==> config.mk <==
export PLATFORM = sky130hd
export DESIGN_NAME = epdr_duty_update
export DESIGN_NICKNAME = d
export VERILOG_FILES = /design/src/epdr_pkg.sv /design/src/epdr_duty_update.sv
export SDC_FILE = /design/constraint.sdc
export NUM_CORES = 1
export LEC_CHECK = 0
export BUFFER_PORTS_ARGS = -buffer_cell sky130_fd_sc_hd__buf_2
export CAP_MARGIN = 10
export CORE_MARGIN = 1.5
export CORE_UTILIZATION = 35
export DETAILED_ROUTE_END_ITERATION = 6
export GPL_ROUTABILITY_DRIVEN = 0
export PLACE_DENSITY = 0.51
export SYNTH_ARGS = -nofsm -noshare
export SYNTH_HDL_FRONTEND = slang
export SYNTH_SLANG_ARGS = --single-unit
==> constraint.sdc <==
create_clock -name i_clk -period 11.2 [get_ports i_clk]
set_input_delay 1.68 -clock i_clk [delete_from_list [all_inputs] [get_ports i_clk]]
set_output_delay 1.68 -clock i_clk [all_outputs]
set_load 0.03 [all_outputs]
==> src/epdr_pkg.sv <==
// Package for the exponential-error PWM duty regulator.
// Holds widths, the ratio table builder and the item type between stages.
`timescale 1ns / 1ps
`default_nettype none

package epdr_pkg;

    localparam int TEMP_W  = 12;
    localparam int DIFF_W  = 13;
    localparam int RATIO_W = 17;
    localparam int DUTY_W  = 16;

    localparam int unsigned DUTY_TOP_DEF = 65535;

    localparam int D_MIN     = -2048;
    localparam int D_LIMIT   = 400;
    localparam int ROM_DEPTH = D_LIMIT - D_MIN + 1;
    localparam int ADDR_W    = $clog2(ROM_DEPTH);

    localparam longint LOG2E_Q16_DIV160 = 591;
    localparam longint unsigned LN2_Q30 = 64'd744261118;
    localparam longint COEF_Q20 = 392797;
    localparam longint unsigned ONE_Q30 = 64'd1 << 30;
    localparam longint unsigned RATIO_SAT = 64'd65535;
    localparam int TAYLOR_TERMS = 12;

    typedef logic signed [RATIO_W-1:0] t_ratio;
    typedef t_ratio t_ratio_rom [ROM_DEPTH];

    typedef struct packed {
        logic   valid;
        logic   mode;
        t_ratio ratio;
    } t_ratio_item;

    // Shift and subtract quotient, used only while the table is built.
    function automatic longint unsigned div_by_index(input longint unsigned num,
                                                     input longint unsigned den);
        longint unsigned quo;
        longint unsigned rem;
        quo = '0;
        rem = '0;
        for (int b = 63; b >= 0; b--) begin
            rem = {rem[62:0], num[b]};
            if (rem >= den) begin
                rem = rem - den;
                quo[b] = 1'b1;
            end
        end
        return quo;
    endfunction

    function automatic t_ratio_rom build_ratio_rom();
        t_ratio_rom rom;
        longint y;
        longint n;
        longint f;
        longint p;
        longint unsigned t;
        longint unsigned term;
        longint unsigned sum;
        longint unsigned e;
        longint unsigned mag;
        longint unsigned q;
        for (int d = D_MIN; d <= D_LIMIT; d++) begin
            y = longint'(d) * LOG2E_Q16_DIV160;
            n = y >>> 16;
            f = y & 64'hFFFF;
            t = (longint'(f) * LN2_Q30) >> 16;
            term = ONE_Q30;
            sum = ONE_Q30;
            for (int k = 1; k <= TAYLOR_TERMS; k++) begin
                term = div_by_index((term * t) >> 30, 64'(k));
                sum = sum + term;
            end
            if (n >= 0) begin
                e = sum << n;
            end else begin
                e = sum >> (-n);
            end
            p = (longint'(e) - longint'(ONE_Q30)) * COEF_Q20;
            mag = (p < 0) ? longint'(-p) : longint'(p);
            q = (mag + (64'd1 << 34)) >> 35;
            if (p >= 0) begin
                rom[d - D_MIN] = (q > RATIO_SAT) ? t_ratio'(RATIO_SAT) : t_ratio'(q);
            end else begin
                rom[d - D_MIN] = -t_ratio'(q);
            end
        end
        return rom;
    endfunction

endpackage

`default_nettype wire

==> src/epdr_duty_update.sv <==
// Duty update: sign-change halving, mode clamp, duty scaling and state registers.
// Depends on epdr_pkg for widths and the item type.
`timescale 1ns / 1ps
`default_nettype none

module epdr_duty_update #(
    parameter int unsigned DUTY_TOP = epdr_pkg::DUTY_TOP_DEF
) (
    input  wire logic                                  i_clk,
    input  wire logic                                  i_rst_n,
    input  wire logic                                  i_advance,
    input  wire epdr_pkg::t_ratio_item                 i_item,
    output logic                                       o_valid,
    output logic [epdr_pkg::DUTY_W-1:0]                o_duty,
    output logic signed [epdr_pkg::RATIO_W-1:0]        o_step_ratio
);

    localparam int RW    = epdr_pkg::RATIO_W;
    localparam int DW    = epdr_pkg::DUTY_W;
    localparam int PROD_W = 2 * RW;
    localparam int NUM_W  = PROD_W + 1;
    localparam int Q_W    = NUM_W - 15;

    localparam logic signed [RW-1:0] DUTY_TOP_S = RW'(DUTY_TOP);
    localparam logic signed [RW-1:0] RATIO_ONE  = RW'(32768);
    localparam logic [Q_W-1:0]       DUTY_TOP_Q = Q_W'(DUTY_TOP);
    localparam logic [DW-1:0]        DUTY_TOP_D = DW'(DUTY_TOP);

    logic                     in_pos;
    logic                     last_pos;
    logic                     sign_flip;
    logic signed [RW:0]       ratio_bias;
    logic signed [RW-1:0]     ratio_sel;
    logic signed [RW-1:0]     ratio_abs;
    logic signed [RW-1:0]     n_ratio;
    logic signed [PROD_W-1:0] product;
    logic signed [NUM_W-1:0]  duty_term;
    logic signed [NUM_W-1:0]  num;
    logic [Q_W-1:0]           num_q;
    logic [DW-1:0]            n_duty;

    logic                     r_valid;
    logic signed [RW-1:0]     r_last_ratio;
    logic [DW-1:0]            r_duty_level;

    always_comb begin
        in_pos    = !i_item.ratio[RW-1] && (|i_item.ratio);
        last_pos  = !r_last_ratio[RW-1] && (|r_last_ratio);
        sign_flip = (in_pos && r_last_ratio[RW-1]) || (i_item.ratio[RW-1] && last_pos);

        ratio_bias = $signed({i_item.ratio[RW-1], i_item.ratio})
                   + $signed({{RW{1'b0}}, i_item.ratio[RW-1]});
        ratio_sel  = sign_flip ? ratio_bias[RW:1] : i_item.ratio;

        if (ratio_sel[RW-1]) begin
            ratio_abs = '0;
        end else if (ratio_sel > RATIO_ONE) begin
            ratio_abs = RATIO_ONE;
        end else begin
            ratio_abs = ratio_sel;
        end
        n_ratio = i_item.mode ? ratio_sel : ratio_abs;

        product   = DUTY_TOP_S * n_ratio;
        duty_term = i_item.mode ? $signed({{(NUM_W-DW-15){1'b0}}, r_duty_level, 15'b0})
                                : '0;
        num       = duty_term + $signed({product[PROD_W-1], product});
        num_q     = num[NUM_W-1:15];

        if (num[NUM_W-1] || (num == '0)) begin
            n_duty = '0;
        end else if (num_q > DUTY_TOP_Q) begin
            n_duty = DUTY_TOP_D;
        end else begin
            n_duty = num_q[DW-1:0];
        end
    end

    always_ff @(posedge i_clk) begin
        if (!i_rst_n) begin
            r_valid      <= 1'b0;
            r_last_ratio <= '0;
            r_duty_level <= '0;
        end else if (i_advance) begin
            r_valid <= i_item.valid;
            if (i_item.valid) begin
                r_last_ratio <= n_ratio;
                r_duty_level <= n_duty;
            end
        end
    end

    assign o_valid      = r_valid;
    assign o_duty       = r_duty_level;
    assign o_step_ratio = r_last_ratio;

endmodule

`default_nettype wire

==> impl_results.md <==
* Yosys warnings at 0
* Die area at approximately 0.023 mm2
* Critical path peak fanout at 12
* H-tree Lvls at 2
* Final Max Slew Viols at 0
* Rows at 53
* Max Freq at 95.35 MHz
* Final setup fails at 0
* Clk_lat worst skew at about 0.28 ns
* First-pass GRT wire length at 31190 um
* Drt drc at 0
* Fin area at 0.008348 mm2
* Ys async rst share at 0%
* Drt wl/cell at about 15 um
* Top cell by count, worst path: fa_1
* Crit end category: register
* Multi-input gate area at roughly 0.006 mm2
* Post-synth EDFFs at 0
* Main synth FF type: dfxtp_1
* Clock-pin slew on the worst setup and hold paths at 0.05 ns
* Slowest cell delay on critical path at 0.64 ns
* FF-to-FF setup slack at ~1.9 ns
* Post-Layout Cell Count at 1234
* IO buf count at 55
* WP data arrival at 10.64 ns
* Vias/cell at 4.919
* Ports at 56
* GRT Total Usage at 17.55%
* Initial antenna violation count at 0
* Crit path kind: input port to register
* Largest net degree at the start of global routing at 20
* Post-synthesis compound-gate area fraction at approximately 17%
* Synth Area per Inst at 8.384 um2
* Cell area after synthesis at 0.007630 mm2
* Root buf cell: clkbuf_16
* Synth Instances at 910
* Hold Path Class: register to register
* Startpoint types: input port
* Worst Path Required at approximately 11 ns
* Final Hold Vio Count at 0
* Die W at 150.6 um
* Layout Nets at 1188
* 1st-iter DRT viols at 285
* Post-DRT Antenna Nets at 0
* Status: finished, final reports clean
* Largest family of logic cells by synthesized area: adder cells
* Area grow syn2layout at 9.413%
* Slew @ Worst Pin at about 0.76 ns
* Relative slew slack at 49.38%
* Drt pass-1 iters at 5
* Mux cell area share after synthesis at less than 1%
* Post-synthesis simple-gate area fraction at between 10% and 20%
* Starting Density at 35.96%
* Min Tclk post-route at 10.49 ns
* Register area share after synthesis at 8.921%
* Filler instances at 2252
* Ratio of final minimum period to clock period at 93.64%
* Die height at 150.6 um
* Setup_tns at 0 ns
* Layout cells sized above 1 at 11.57%
* Synthesis-stage register bit count at 34
* Post-synthesis xor/xnor area fraction at under 10%
* Netlist cell types at 66
* Overflow after GRT at 0
* Post-synthesis adder-cell area fraction at 43.16%
* Post-Syn Nets at 1138
* Vias in the first global route at 6079
* RSZ-0062 raised after global routing: false
* Clock skew at 0.002388 ns
* Placed instance count at approximately 1200
* Vias at 6070
* CTS tree: done
* Clock sink count at 34
* FF+latch area at 680.7 um2
* Max Cap Viol at 0
* Detail Placement HPWL at 16410 um
* CTS buffer count at 5
* Post-DP Area at 0.008194 mm2
* Final WL at 18700 um
* ANT cells at 0
* Core area at around 0.021 mm2
* Clk buf depth at 2
* CP max stage cell: fa_1
## cell type report
type | count | share of cell area, %
clock buffers | 6 | 1.664
inverters | 203 | 9.128
well taps | 275 | 4.122
repair buffers | 69 | 4.556
flip-flops and latches | 34 | 8.153
multi-input cells | 647 | 72.38
## Yosys cell counts (11+ instances only)
cell / count / area (um2)
buf_2: 11 / 55.05
a21oi_1: 48 / 240.2
a21o_1: 22 / 165.2
nand3_1: 17 / 85.08
fa_1: 94 / 1882
nand2_1: 61 / 229.0
xor2_1: 16 / 140.1
nor2_1: 35 / 131.4
o21ai_0: 33 / 165.2
inv_1: 203 / 762.0
and2_1: 27 / 168.9
xnor2_1: 26 / 227.7
dfxtp_1: 34 / 680.7
nor3_1: 17 / 85.08
ha_1: 112 / 1401
## stage by stage
step | utilization, % | worst slack, ns | hold slack [ns]
floorplan | - | 1.509 | 0.5968
global placement | 38.61 | 0.2879 | 0.4751
detailed placement | 38.61 | 0.2079 | 0.4774
CTS | 39.27 | 0.4519 | 0.4889
global route | 39.34 | 0.03129 | 0.5098
finish | 39.34 | 0.7122 | 0.4826
## timing repair
item | 4_1_cts | 5_1_grt
hold buffers | 0 | 0
endpoints found under the setup margin | 0 | 16
resized for setup | 0 | 0
setup buffers | 0 | 2
## worst max-delay path: cells and delay by family
kind / cells / cell delay [ns]
AO/OA/AOI/OAI: 7 / 1.65
buffers and inverters: 4 / 0.48
adder cells (fa/ha/maj): 7 / 3.46
XOR/XNOR: 3 / 0.90
AND/OR/NAND/NOR: 10 / 2.44
## cells by family (layout without fill, tap and decap cells)
| family | count (synthesis) | in the layout |
|---|---|---|
| buf+inv | 229 | 278 |
| simple gates | 216 | 216 |
| fa+ha+maj | 207 | 207 |
| compound gates | 180 | 180 |
| xor+xnor | 42 | 42 |
| flops | 34 | 34 |
| mux | 2 | 2 |
## state kept, by name, indices dropped and copies added (netlist names)
signal	cells
o_step_ratio	17
o_duty	16
o_valid	1
## placed cells by master (no fill, tap or decap), types with 17 or more instances in the layout
master and instances:
a21o_1 22, nand3_1 17, and2_1 27, ha_1 112, buf_2 55, nor3_1 17, fa_1 94, xnor2_1 26
a21oi_1 48, dfxtp_1 34, o21ai_0 33, inv_1 203, nand2_1 61, nor2_1 35
## routing by layer
layer	wire, um	track usage (%)
met1	9398	26.05
met2	8360	28.05
met3	827	2.091
met4	110	1.990
met5	0	0
## final timing paths
path,from,to,depth (start not counted)
setup / recovery,i_item[16],o_duty[13]$_SDFFE_PN0P_,31
hold / removal,o_valid$_SDFFE_PN0P_,o_valid$_SDFFE_PN0P_,2
setup reg to reg,o_step_ratio[1]$_SDFFE_PN0P_,o_duty[13]$_SDFFE_PN0P_,27
hold reg to reg,o_valid$_SDFFE_PN0P_,o_valid$_SDFFE_PN0P_,2
Power is left out: the tool's default activity adds up to more than one toggle a clock period on the data nets, which glitch-free logic cannot reach.
